### src/hdl/round_robin_source_mux_core_defines.svh
// assertion macros shared by the round-robin source mux rtl
// no dependencies; included by files that carry concurrent checks
`ifndef ROUND_ROBIN_SOURCE_MUX_CORE_DEFINES_SVH
`define ROUND_ROBIN_SOURCE_MUX_CORE_DEFINES_SVH

// same-cycle implication, checked outside reset
`define RRSM_ASSERT_IMP(lbl, clk, rst, ante, cons, msg) \
  lbl: assert property (@(posedge clk) disable iff (rst) (ante) |-> (cons)) else $error(msg);

// next-cycle implication, checked outside reset
`define RRSM_ASSERT_NXT(lbl, clk, rst, ante, cons, msg) \
  lbl: assert property (@(posedge clk) disable iff (rst) (ante) |=> (cons)) else $error(msg);

`endif

### src/hdl/rrsm_pkg.sv
// shared types and constants for the round-robin source mux
// no dependencies
package rrsm_pkg;

  localparam int MASK_W   = 8;
  localparam int DELTA_W  = 16;
  localparam int PERIOD_W = 16;
  localparam int LEVEL_W  = 32;
  localparam int ALEVEL_W = 31;
  localparam int SLOT_W   = 3;

  localparam logic [1:0] REQ_READ   = 2'd0;
  localparam logic [1:0] REQ_ADJUST = 2'd1;
  localparam logic [1:0] REQ_ATTACH = 2'd2;

  localparam logic signed [LEVEL_W-1:0] LEVEL_MAX = 32'sh7FFF_FFFF;
  localparam logic signed [LEVEL_W-1:0] LEVEL_MIN = 32'sh8000_0000;

  // events from the item stage to the level tracker
  typedef struct packed {
    logic adjust;
    logic take_alert;
    logic grant;
  } lvl_ev_t;

  // level tracker status seen by the item stage
  typedef struct packed {
    logic                pending;
    logic [ALEVEL_W-1:0] level;
  } lvl_st_t;

endpackage

### src/hdl/rrsm_if.sv
// valid/ready channel interfaces for requests and results
// depends on rrsm_pkg for field widths
interface rrsm_in_if;
  logic                                valid;
  logic                                ready;
  logic [1:0]                          req_type;
  logic [rrsm_pkg::MASK_W-1:0]         ready_mask;
  logic [rrsm_pkg::MASK_W-1:0]         ended_mask;
  logic signed [rrsm_pkg::DELTA_W-1:0] level_delta;
  logic [rrsm_pkg::SLOT_W-1:0]         attach_slot;

  modport source (output valid, req_type, ready_mask, ended_mask, level_delta, attach_slot,
                  input ready);
  modport sink (input valid, req_type, ready_mask, ended_mask, level_delta, attach_slot,
                output ready);
endinterface

interface rrsm_out_if;
  logic                          valid;
  logic                          ready;
  logic                          delivered;
  logic                          is_alert;
  logic [rrsm_pkg::ALEVEL_W-1:0] alert_level;
  logic [rrsm_pkg::SLOT_W-1:0]   granted_slot;
  logic [rrsm_pkg::MASK_W-1:0]   active_slots;

  modport source (output valid, delivered, is_alert, alert_level, granted_slot, active_slots,
                  input ready);
  modport sink (input valid, delivered, is_alert, alert_level, granted_slot, active_slots,
                output ready);
endinterface

### src/hdl/rrsm_poll.sv
// rotating-priority pick over the active slots, plus the retire mask
// purely combinational; depends on rrsm_pkg
module rrsm_poll #(
  parameter int SLOTS = 8,
  parameter int PW    = $clog2(SLOTS)
) (
  input  logic [SLOTS-1:0]            active,
  input  logic [PW-1:0]               ptr,
  input  logic [rrsm_pkg::MASK_W-1:0] ready_mask,
  input  logic [rrsm_pkg::MASK_W-1:0] ended_mask,
  output logic                        hit,
  output logic [PW-1:0]               grant,
  output logic [SLOTS-1:0]            retire
);

  logic [63:0]      rdy64;
  logic [63:0]      end64;
  logic [SLOTS-1:0] cand;
  logic [SLOTS-1:0] cand_hi;
  logic [SLOTS-1:0] visited;
  logic [PW-1:0]    g_lo;
  logic [PW-1:0]    g_hi;

  // slots past the eighth have no ready or ended bit
  assign rdy64 = 64'(ready_mask);
  assign end64 = 64'(ended_mask);
  assign cand  = active & rdy64[SLOTS-1:0];

  always_comb begin
    cand_hi = '0;
    g_lo    = '0;
    g_hi    = '0;
    for (int s = 0; s < SLOTS; s++) begin
      cand_hi[s] = cand[s] && (PW'(s) >= ptr);
    end
    // descending scan, last match is the lowest index
    for (int s = SLOTS - 1; s >= 0; s--) begin
      if (cand[s]) g_lo = PW'(s);
      if (cand_hi[s]) g_hi = PW'(s);
    end
  end

  assign hit   = |cand;
  assign grant = (|cand_hi) ? g_hi : g_lo;

  // polled slots run from the pointer up to the grant, wrapping; every slot when nothing is granted
  always_comb begin
    visited = '0;
    for (int s = 0; s < SLOTS; s++) begin
      if (!hit) begin
        visited[s] = 1'b1;
      end else if (grant >= ptr) begin
        visited[s] = (PW'(s) >= ptr) && (PW'(s) <= grant);
      end else begin
        visited[s] = (PW'(s) >= ptr) || (PW'(s) <= grant);
      end
    end
  end

  assign retire = visited & active & end64[SLOTS-1:0];

endmodule

### src/hdl/rrsm_level.sv
// queue-level counter, grant counter and pending alert flag
// holds the alert period register; depends on rrsm_pkg
module rrsm_level (
  input  logic                                clk,
  input  logic                                rst,
  input  logic                                cfg_we,
  input  logic [rrsm_pkg::PERIOD_W-1:0]       cfg_wdata,
  input  rrsm_pkg::lvl_ev_t                   ev,
  input  logic signed [rrsm_pkg::DELTA_W-1:0] delta,
  output rrsm_pkg::lvl_st_t                   st
);

  logic [rrsm_pkg::PERIOD_W-1:0]       period;
  logic signed [rrsm_pkg::LEVEL_W-1:0] level;
  logic signed [rrsm_pkg::LEVEL_W-1:0] level_next;
  logic [rrsm_pkg::PERIOD_W-1:0]       grants;
  logic [rrsm_pkg::PERIOD_W-1:0]       grants_next;
  logic                                pending;
  logic                                pending_next;
  logic signed [rrsm_pkg::LEVEL_W:0]   sum;
  logic [rrsm_pkg::PERIOD_W-1:0]       grants_inc;

  assign sum        = (rrsm_pkg::LEVEL_W + 1)'(level) + (rrsm_pkg::LEVEL_W + 1)'(delta);
  assign grants_inc = grants + rrsm_pkg::PERIOD_W'(1);

  always_comb begin
    level_next   = level;
    grants_next  = grants;
    pending_next = pending;
    if (ev.adjust) begin
      // saturate when the carry disagrees with the sign
      if (sum[rrsm_pkg::LEVEL_W] != sum[rrsm_pkg::LEVEL_W-1]) begin
        level_next = sum[rrsm_pkg::LEVEL_W] ? rrsm_pkg::LEVEL_MIN : rrsm_pkg::LEVEL_MAX;
      end else begin
        level_next = sum[rrsm_pkg::LEVEL_W-1:0];
      end
      pending_next = 1'b1;
    end
    if (ev.take_alert) begin
      pending_next = 1'b0;
    end
    if (ev.grant && (period != '0)) begin
      if (level != rrsm_pkg::LEVEL_MIN) level_next = level - rrsm_pkg::LEVEL_W'(1);
      if (grants_inc >= period) begin
        grants_next  = '0;
        pending_next = 1'b1;
      end else begin
        grants_next = grants_inc;
      end
    end
  end

  always_ff @(posedge clk) begin
    if (rst) begin
      period  <= '0;
      level   <= '0;
      grants  <= '0;
      pending <= 1'b0;
    end else begin
      if (cfg_we) period <= cfg_wdata;
      level   <= level_next;
      grants  <= grants_next;
      pending <= pending_next;
    end
  end

  assign st.pending = pending;
  assign st.level   = level[rrsm_pkg::LEVEL_W-1] ? '0 : level[rrsm_pkg::ALEVEL_W-1:0];

endmodule

### src/hdl/round_robin_source_mux_core.sv
// Round-robin source mux: attach, level-adjust and read requests come in on in_ch, and
// each request yields exactly one result on out_ch. A read returns a pending queue-level
// alert first, otherwise it grants the first ready active slot from the rotating pointer,
// retiring any polled slot flagged ended. The block takes one request per clock while out_ch
// is not held by backpressure, and out_ch.valid rises from the result register once the
// request has passed the input register; in_ch.ready drops only while the result register
// is held by out_ch backpressure. The user must write alert_period through cfg_we/cfg_wdata
// only while the block is idle; the block itself does not enforce it.
// Depends on rrsm_pkg, rrsm_if, rrsm_poll, rrsm_level and the defines header.
`include "round_robin_source_mux_core_defines.svh"

module round_robin_source_mux_core #(
  parameter int SLOTS = 8
) (
  input  logic                          clk,
  input  logic                          rst,
  rrsm_in_if.sink                       in_ch,
  rrsm_out_if.source                    out_ch,
  input  logic                          cfg_we,
  input  logic [rrsm_pkg::PERIOD_W-1:0] cfg_wdata
);

  localparam int PW = $clog2(SLOTS);

  // input register
  logic                                s1_valid;
  logic [1:0]                          s1_type;
  logic [rrsm_pkg::MASK_W-1:0]         s1_ready;
  logic [rrsm_pkg::MASK_W-1:0]         s1_ended;
  logic signed [rrsm_pkg::DELTA_W-1:0] s1_delta;
  logic [rrsm_pkg::SLOT_W-1:0]         s1_slot;

  // slot state
  logic [SLOTS-1:0] active;
  logic [SLOTS-1:0] active_next;
  logic [PW-1:0]    ptr;
  logic [PW-1:0]    ptr_next;

  logic                 fire;
  logic                 in_fire;
  logic                 is_read;
  logic                 poll;
  logic                 hit;
  logic [PW-1:0]        grant;
  logic [SLOTS-1:0]     retire;
  logic [SLOTS-1:0]     attach_bit;
  logic [63:0]          act64;
  logic [63:0]          grant64;
  rrsm_pkg::lvl_ev_t    ev;
  rrsm_pkg::lvl_st_t    lvl_st;

  assign fire         = s1_valid && (!out_ch.valid || out_ch.ready);
  assign in_ch.ready  = !s1_valid || fire;
  assign in_fire      = in_ch.valid && in_ch.ready;
  assign is_read      = (s1_type == rrsm_pkg::REQ_READ);
  assign poll         = is_read && !lvl_st.pending;

  always_ff @(posedge clk) begin
    if (rst) begin
      s1_valid <= 1'b0;
    end else if (in_fire) begin
      s1_valid <= 1'b1;
    end else if (fire) begin
      s1_valid <= 1'b0;
    end
  end

  always_ff @(posedge clk) begin
    if (in_fire) begin
      s1_type  <= in_ch.req_type;
      s1_ready <= in_ch.ready_mask;
      s1_ended <= in_ch.ended_mask;
      s1_delta <= in_ch.level_delta;
      s1_slot  <= in_ch.attach_slot;
    end
  end

  rrsm_poll #(
    .SLOTS (SLOTS),
    .PW    (PW)
  ) u_poll (
    .active     (active),
    .ptr        (ptr),
    .ready_mask (s1_ready),
    .ended_mask (s1_ended),
    .hit        (hit),
    .grant      (grant),
    .retire     (retire)
  );

  assign ev.adjust     = fire && (s1_type == rrsm_pkg::REQ_ADJUST);
  assign ev.take_alert = fire && is_read && lvl_st.pending;
  assign ev.grant      = fire && poll && hit;

  rrsm_level u_level (
    .clk       (clk),
    .rst       (rst),
    .cfg_we    (cfg_we),
    .cfg_wdata (cfg_wdata),
    .ev        (ev),
    .delta     (s1_delta),
    .st        (lvl_st)
  );

  always_comb begin
    attach_bit = '0;
    for (int s = 0; s < SLOTS; s++) begin
      attach_bit[s] = (int'(s1_slot) == s);
    end
  end

  always_comb begin
    active_next = active;
    ptr_next    = ptr;
    case (s1_type)
      rrsm_pkg::REQ_ATTACH: active_next = active | attach_bit;
      rrsm_pkg::REQ_READ: begin
        if (!lvl_st.pending) begin
          active_next = active & ~retire;
          if (hit) begin
            ptr_next = (grant == PW'(SLOTS - 1)) ? '0 : grant + PW'(1);
          end
        end
      end
      default: ;
    endcase
  end

  always_ff @(posedge clk) begin
    if (rst) begin
      active <= '0;
      ptr    <= '0;
    end else if (fire) begin
      active <= active_next;
      ptr    <= ptr_next;
    end
  end

  assign act64   = 64'(active_next);
  assign grant64 = 64'(grant);

  // result register
  always_ff @(posedge clk) begin
    if (rst) begin
      out_ch.valid <= 1'b0;
    end else if (fire) begin
      out_ch.valid <= 1'b1;
    end else if (out_ch.ready) begin
      out_ch.valid <= 1'b0;
    end
  end

  always_ff @(posedge clk) begin
    if (fire) begin
      out_ch.delivered    <= ev.take_alert || ev.grant;
      out_ch.is_alert     <= ev.take_alert;
      out_ch.alert_level  <= ev.take_alert ? lvl_st.level : '0;
      out_ch.granted_slot <= ev.grant ? grant64[rrsm_pkg::SLOT_W-1:0] : '0;
      out_ch.active_slots <= act64[rrsm_pkg::MASK_W-1:0];
    end
  end

  `RRSM_ASSERT_NXT(a_ptr_moves_on_grant, clk, rst, !ev.grant, $stable(ptr),
                   "round-robin pointer moved without a grant")

  `RRSM_ASSERT_NXT(a_attach_only_adds, clk, rst,
                   !(fire && (s1_type == rrsm_pkg::REQ_ATTACH)),
                   ((active & ~$past(active)) == '0),
                   "slot became active without an attach")

  `RRSM_ASSERT_NXT(a_alert_consumed, clk, rst, ev.take_alert, !lvl_st.pending,
                   "alert still pending after being delivered")

  `RRSM_ASSERT_IMP(a_grant_in_range, clk, rst,
                   out_ch.valid && out_ch.delivered && !out_ch.is_alert,
                   (int'(out_ch.granted_slot) < SLOTS),
                   "granted slot outside the configured slot count")

endmodule
### src/flat_wrapper.sv
// flat-port wrapper written by rule: the top's interface ports become plain ports
module round_robin_source_mux_core_flat 
#(
  parameter int SLOTS = 8
)
  (clk, rst, cfg_we, cfg_wdata, in_ch_valid, in_ch_req_type, in_ch_ready_mask, in_ch_ended_mask, in_ch_level_delta, in_ch_attach_slot, in_ch_ready, out_ch_valid, out_ch_delivered, out_ch_is_alert, out_ch_alert_level, out_ch_granted_slot, out_ch_active_slots, out_ch_ready);
  rrsm_in_if in_ch_i ();
  rrsm_out_if out_ch_i ();
  input  logic clk;
  input  logic rst;
  input  logic cfg_we;
  input  logic [rrsm_pkg::PERIOD_W-1:0] cfg_wdata;
  input wire logic [$bits(in_ch_i.valid)-1:0] in_ch_valid;
  input wire logic [$bits(in_ch_i.req_type)-1:0] in_ch_req_type;
  input wire logic [$bits(in_ch_i.ready_mask)-1:0] in_ch_ready_mask;
  input wire logic [$bits(in_ch_i.ended_mask)-1:0] in_ch_ended_mask;
  input wire logic [$bits(in_ch_i.level_delta)-1:0] in_ch_level_delta;
  input wire logic [$bits(in_ch_i.attach_slot)-1:0] in_ch_attach_slot;
  output wire logic [$bits(in_ch_i.ready)-1:0] in_ch_ready;
  output wire logic [$bits(out_ch_i.valid)-1:0] out_ch_valid;
  output wire logic [$bits(out_ch_i.delivered)-1:0] out_ch_delivered;
  output wire logic [$bits(out_ch_i.is_alert)-1:0] out_ch_is_alert;
  output wire logic [$bits(out_ch_i.alert_level)-1:0] out_ch_alert_level;
  output wire logic [$bits(out_ch_i.granted_slot)-1:0] out_ch_granted_slot;
  output wire logic [$bits(out_ch_i.active_slots)-1:0] out_ch_active_slots;
  input wire logic [$bits(out_ch_i.ready)-1:0] out_ch_ready;
  assign in_ch_i.valid = in_ch_valid;
  assign in_ch_i.req_type = in_ch_req_type;
  assign in_ch_i.ready_mask = in_ch_ready_mask;
  assign in_ch_i.ended_mask = in_ch_ended_mask;
  assign in_ch_i.level_delta = in_ch_level_delta;
  assign in_ch_i.attach_slot = in_ch_attach_slot;
  assign in_ch_ready = in_ch_i.ready;
  assign out_ch_valid = out_ch_i.valid;
  assign out_ch_delivered = out_ch_i.delivered;
  assign out_ch_is_alert = out_ch_i.is_alert;
  assign out_ch_alert_level = out_ch_i.alert_level;
  assign out_ch_granted_slot = out_ch_i.granted_slot;
  assign out_ch_active_slots = out_ch_i.active_slots;
  assign out_ch_i.ready = out_ch_ready;
  round_robin_source_mux_core #(.SLOTS(SLOTS)) u_core (.clk(clk), .rst(rst), .in_ch(in_ch_i), .out_ch(out_ch_i), .cfg_we(cfg_we), .cfg_wdata(cfg_wdata));
endmodule
### config.mk
export PLATFORM = sky130hd
export DESIGN_NAME = round_robin_source_mux_core_flat
export DESIGN_NICKNAME = d
export VERILOG_FILES = /design/src/hdl/rrsm_pkg.sv /design/src/hdl/rrsm_if.sv /design/src/hdl/rrsm_poll.sv /design/src/hdl/rrsm_level.sv /design/src/hdl/round_robin_source_mux_core.sv /design/src/flat_wrapper.sv
export VERILOG_INCLUDE_DIRS = /design/src /design/src/hdl
export SDC_FILE = /design/constraint.sdc
export NUM_CORES = 1
export LEC_CHECK = 0
export ABC_AREA = 1
export BUFFER_PORTS_ARGS = -buffer_cell sky130_fd_sc_hd__buf_2
export CORE_MARGIN = 5
export CORE_UTILIZATION = 61
export CTS_CLUSTER_DIAMETER = 80
export DETAILED_ROUTE_END_ITERATION = 10
export GPL_ROUTABILITY_DRIVEN = 0
export GPL_TIMING_DRIVEN = 0
export HOLD_SLACK_MARGIN = 0.12
export PLACE_DENSITY_LB_ADDON = 0.2
export SLEW_MARGIN = 20
export SYNTH_ARGS = -nofsm -noshare
export SYNTH_HDL_FRONTEND = slang
export SYNTH_HIERARCHICAL = 1
export SYNTH_SLANG_ARGS = --single-unit
### constraint.sdc
create_clock -name clk -period 3.2 [get_ports clk]
set_input_delay 0.32 -clock clk [delete_from_list [all_inputs] [get_ports clk]]
set_output_delay 0.32 -clock clk [all_outputs]
set_load 0.05 [all_outputs]
# Word-level counts from Yosys, hierarchy flattened
# Index checks and enable logic that the tools add are counted.
dict set report word_totals {
  regBits 159
  output_inout_bits 46
  input_bits 58
}
dict set report op_classes {
  n_reduce_logical 48
  order_cmp 18
  eq_ne 12
  n_addsub 4
  bitwise_logic 8
  muxes 50
}
# cell count
set op_table {}
lappend op_table {{$mux 32} 5}
lappend op_table {{$mux 3} 18}
lappend op_table {{$add 32x16->33} 1}
lappend op_table {{$and 8x8->8} 4}
lappend op_table {{$ne 32x32->1 const B} 1}
lappend op_table {{$sub 32x2->32 const B} 1}
lappend op_table {{$logic_and 1x1->1} 25}
lappend op_table {{$mux 1} 24}
lappend op_table {{$add 16x1->16 const B} 1}
lappend op_table {{$ge 16x16->1} 1}
lappend op_table {{$mux 16} 1}
lappend op_table {{$pmux 8 s2} 1}
lappend op_table {{$reduce_bool 16->1} 1}
lappend op_table {{$reduce_or 8->1} 2}
lappend op_table {{$eq 3x3->1 const B} 5}
lappend op_table {{$ge 3x3->1 const A} 4}
lappend op_table {{$le 3x3->1 const A} 4}
lappend op_table {{$logic_or 1x1->1} 11}
lappend op_table {{$mux 8} 1}
lappend op_table {{$not 8->8} 1}
lappend op_table {{$or 8x8->8} 1}
lappend op_table {{$eq 3x2->1 const B} 2}
lappend op_table {{$ge 1x3->1 const A} 2}
lappend op_table {{$ge 2x3->1 const A} 2}
lappend op_table {{15 further kinds} 21}

# Longest topological paths before layout
dict set report depth {
  ltp_word 21
  depth_mapped 26
}

# Hierarchy
# The synthesis kept the hierarchy.
# module area_per_inst_um2 cells_per_inst n_inst seq_area_each_um2
set by_module_without_submodules {}
lappend by_module_without_submodules {rrsm_level 6617.6 1101 1 1301.2}
lappend by_module_without_submodules {round_robin_source_mux_core 3681.0 301 1 2692.6}
lappend by_module_without_submodules {rrsm_poll 605.6 129 1 0.0}

# Least setup slack after synthesis
# No wires, ideal clock.
dict set report synth_path {
  path_kind {register to register}
  from {reg u_core/u_level/grants[0] in the netlist's numbering}
  to {reg u_core/u_level/grants[10] in the netlist's numbering}
  path_stages_with_launch 18
  arrival_time_ns 2.607
  synth_period_minus_slack_ns 2.741
  required_time_ns 3.066
  path_slack_ns 0.459
  setup_time_ns 0.134
  n_path_buf 1
  cell_sequence {dfxtp_1 -> ha_1 -> nand3_1 -> nor3_2 -> nand3_1 -> nor3_2 -> nand3_1 -> xor2_1 -> inv_1 -> ha_1 -> nand3_1 -> nor3_1 -> nand2_1 -> nand3_1 -> nand2_1 -> nand2_1 -> buf_2 -> a211oi_1}
}
dict set report synth_via {
  elab_chain_cells 3
}
# item line_no
set synth_rtl {}
lappend synth_rtl {{start: declaration} rrsm_level.sv:16} ;# logic [rrsm_pkg::PERIOD_W-1:0] grants;
lappend synth_rtl {{start signal: assignment} rrsm_level.sv:62} ;# grants <= grants_next;
lappend synth_rtl {{$add 16x1->16 *} rrsm_level.sv:24} ;# assign grants_inc = grants + rrsm_pkg::PERIOD_W'(1);
lappend synth_rtl {{$ge 16x16->1} rrsm_level.sv:44} ;# if (grants_inc >= period) begin
lappend synth_rtl {{$mux 16 *} rrsm_level.sv:44}
# Every way passes the cells marked *; elsewhere a longest branch is shown, timed or not.
# A chain may end at the register's enable or synchronous reset.

# Final worst setup path
dict set report layout_path {
  from {reg u_core/u_level/grants[0] in the netlist's numbering}
  to {reg u_core/u_level/grants[14] in the netlist's numbering}
}
# The elaborated chain is that of the path after synthesis.

==> results.md <==
* Hold Path Origin: cfg_we
* Clk sinks at 159
* Drc violations at 0
* PnR worst setup slack at 0.141 ns
* Fmax achieved at 327 MHz
* Routed via count at 10,792
* # rows at 48
* DR iter-0 viols at 1,245
* Syn_nets at ~1,600
* Cells after Synth at 1,531
* Die H at about 140 um
* Sequential-to-total area share from yosys stat at 36.6%
* Period Utilization, post-route at 95.6%
* DR vias/cell at 5.59
* Area grow syn2layout at 17.6%
* Slew Limit Headroom at 48.2%
* Worst Hold Class: in2reg
* Count leader, synth: nand2_1
* Worst hold slack at 0.164 ns
* Footprint of the multi-input gates at 0.00584 mm^2
* HPWL after DPL at 22,500 um
* CTS buffer count at 17
* Final hold vios at 0
* CP endpoint kind: flip-flop
* Status: finished, final reports clean
* Clock Tree Root: clkbuf_16
* Diode count at 0
* DP Area at roughly 0.012 mm^2
* Number of port buffers at around 100
* Dpl ws at -0.191 ns
* Pwr Density at between 400 and 500 mW/mm^2
* Post-route ant nets at 0
* Post-Syn Area at between 0.01 and 0.015 mm^2
* CTS max path bufs at 2
* First-pass GRT wire length at about 48,000 um
* Worst-case vdd ir drop at approximately 0.43 mV
* Setup violations, final at 0
* Worst Path Required at about 3.6 ns
* DRT Wirelength at 30,200 um
* Die Wd at 144 um
* Initial Utilization at 62.6%
* Die Area at 0.0206 mm^2
* Worst Clk Skew at 0.0131 ns
* Crit path launch type: flip-flop
* Worst slew pin tran at 0.770 ns
* Share of cells above drive strength 1 at 15.8%
* Total net switching power at a little under 2000 uW
* Final net count at 1,809
* Comb power frac at between 20 and 25%
* TritonRoute pass-1 iters at 6
* Antenna violations before repair at 0
* Final count of pins violating max slew at 0
* # IOs at 104
* Avg Cell Area, Syn at 7.12 um^2
* Clk pwr share at ~37%
* Total gr overflow at 0
* FFs w/ async S/R, synth at 0%
* Switching power share of the total at about a third
* Vias in the first global route at 9,980
* Cell taking the most area after synthesis: edfxtp_1
* Synth top area cells: edfxtp_1 22%, dfxtp_1 14%, nand2_1 13%
* Clock slew seen by the registers of the worst setup and hold paths at 0.07 ns
* Max-Cap Viols at 0
* Synth unique cells at 49
* Worst Setup SP: u_core/u_level/grants[0]
* Filler instances at 1,378
* WP data arrival at approximately 3.4 ns
* Post-synth EDFFs at 81
* WL/cell at 15.6 um
* Power share of the sequential group at 38.9%
* CTS tree: done
* GRT Util Overall at 29.4%
* Post-layout instance area at 0.0128 mm^2
* Critical path peak fanout at 10
* Worst Setup Path Type: reg2reg
* Min Clock Period, post-route at approximately 3 ns
* Yosys top cell area share at 22.3%
* RR Startpoint: u_core/u_level/grants[0]
* Commonest cells in the netlist: 388 x nand2_1, 225 x inv_1, 161 x nor2_1
* Clock Latency Late Sink at 0.43 ns
* Static leakage at 0.00611 uW
* YS warnings at 6
* Post-layout util at between 70% and 80%
* #FFs+latches synth at about 160
* Core Footprint at ~0.017 mm^2
* H-tree Lvls at 4
* Largest net degree at the start of global routing at between 50 and 60
* Storage element area at between 0.003 and 0.004 mm^2
* Main synth FF type: edfxtp_1
* Int Power at 4070 uW
-- sequential cells by signal, summed over array words and instances (netlist names), 2 cells and up --
signal                      flops
u_core/s1_type                  2
u_core/u_level/grants          16
u_core/out_ch.granted_slot      3
u_core/u_level/level           32
u_core/s1_delta                16
u_core/out_ch.alert_level      31
u_core/ptr                      3
u_core/s1_slot                  3
u_core/s1_ready                 8
u_core/s1_ended                 8
u_core/u_level/period          16
u_core/out_ch.active_slots      8
u_core/active                   8
-- timing repair --
action,in CTS,in global routing
hold buffers,38,0
gates cloned,0,0
pin swaps,2,2
setup endpoints to repair,10,28
gates resized for setup,5,15
hold endpoints to repair,38,0
setup buffers,1,1
-- power groups by stage --
stage	sequential, uW	clock [uW]	combinational (uW)
final	2350	2210	1470
after global routing	2350	2330	1630
after CTS	2340	2230	1430
after detailed placement	2390	0	1380
after global placement	2380	0	1340
after floorplan	2440	0	975
-- per-stage QoR --
stage,TNS (ns),total power (uW),std cells
2_1_floorplan,0,3420,1531
3_3_place_gp,-0.292,3720,1859
3_5_place_dp,-1.69,3770,1860
4_1_cts,0,6000,1931
5_1_grt,-0.102,6310,1932
6_report,0,6030,1932
-- cell type report --
cell class,instances,area share (%)
well taps,225,2.20
clock buffers,19,3.38
flip-flops and latches,159,31.2
plain buffers,39,1.86
multi-input cells,1097,45.6
repair buffers,144,7.32
inverters,236,6.91
clock inverters,13,1.61
-- metal layers --
layer  GRT usage, %  part of all wire, %  vias up
met5              0                    0        -
met4           9.07                  3.0        0
met3           4.93                  9.8       86
met2           47.6                   45      583
met1           40.7                   42     4843
li1               -                    -     5280
-- final timing paths --
check | to | slack, ns | depth (start not counted)
min | u_core/u_level/period[0] | 0.16 | 3
min reg2reg | u_core/u_level/period[4] | 0.49 | 2
max reg2reg | u_core/u_level/grants[14] | 0.14 | 17
max | u_core/u_level/grants[14] | 0.14 | 17
-- layout by cell type (no fill, tap or decap), types with 19 or more instances in the layout --
cell and count:
ha_1 55, buf_2 110, dlygate4sd3_1 38, nand3_1 78, nand2_2 21, nor2_2 39
o21ai_0 56, a21oi_1 128, nand2_1 386, edfxtp_1 81, dfxtp_1 74, inv_1 223
xor2_1 34, nor3_1 20, clkbuf_1 19, nor2_1 159
-- worst max-delay path, stage by stage, from the launching register on --
cell      delay, ns
dfxtp_2        0.36
ha_2           0.21
nand3_2        0.13
nor3_4         0.22
nand3_2        0.14
nor3_4         0.21
nand3_2        0.11
xor2_2         0.18
inv_1          0.07
ha_1           0.27
nand3_1        0.13
inv_1          0.05
a21oi_1        0.14
nand3_1        0.12
nand2_2        0.12
nand2_2        0.13
buf_4          0.21
a211oi_1       0.17
-- kinds of logic after synthesis --
| logic type | Yosys count | share of synthesized area (%) |
|---|---|---|
| simple gates | 762 | 30.8 |
| compound gates | 236 | 12.3 |
| xor+xnor | 42 | 3.37 |
| flops | 159 | 36.6 |
| fa+ha+maj | 57 | 6.61 |
| buf+inv | 275 | 10.3 |
Power figures use the tool's default switching activity.
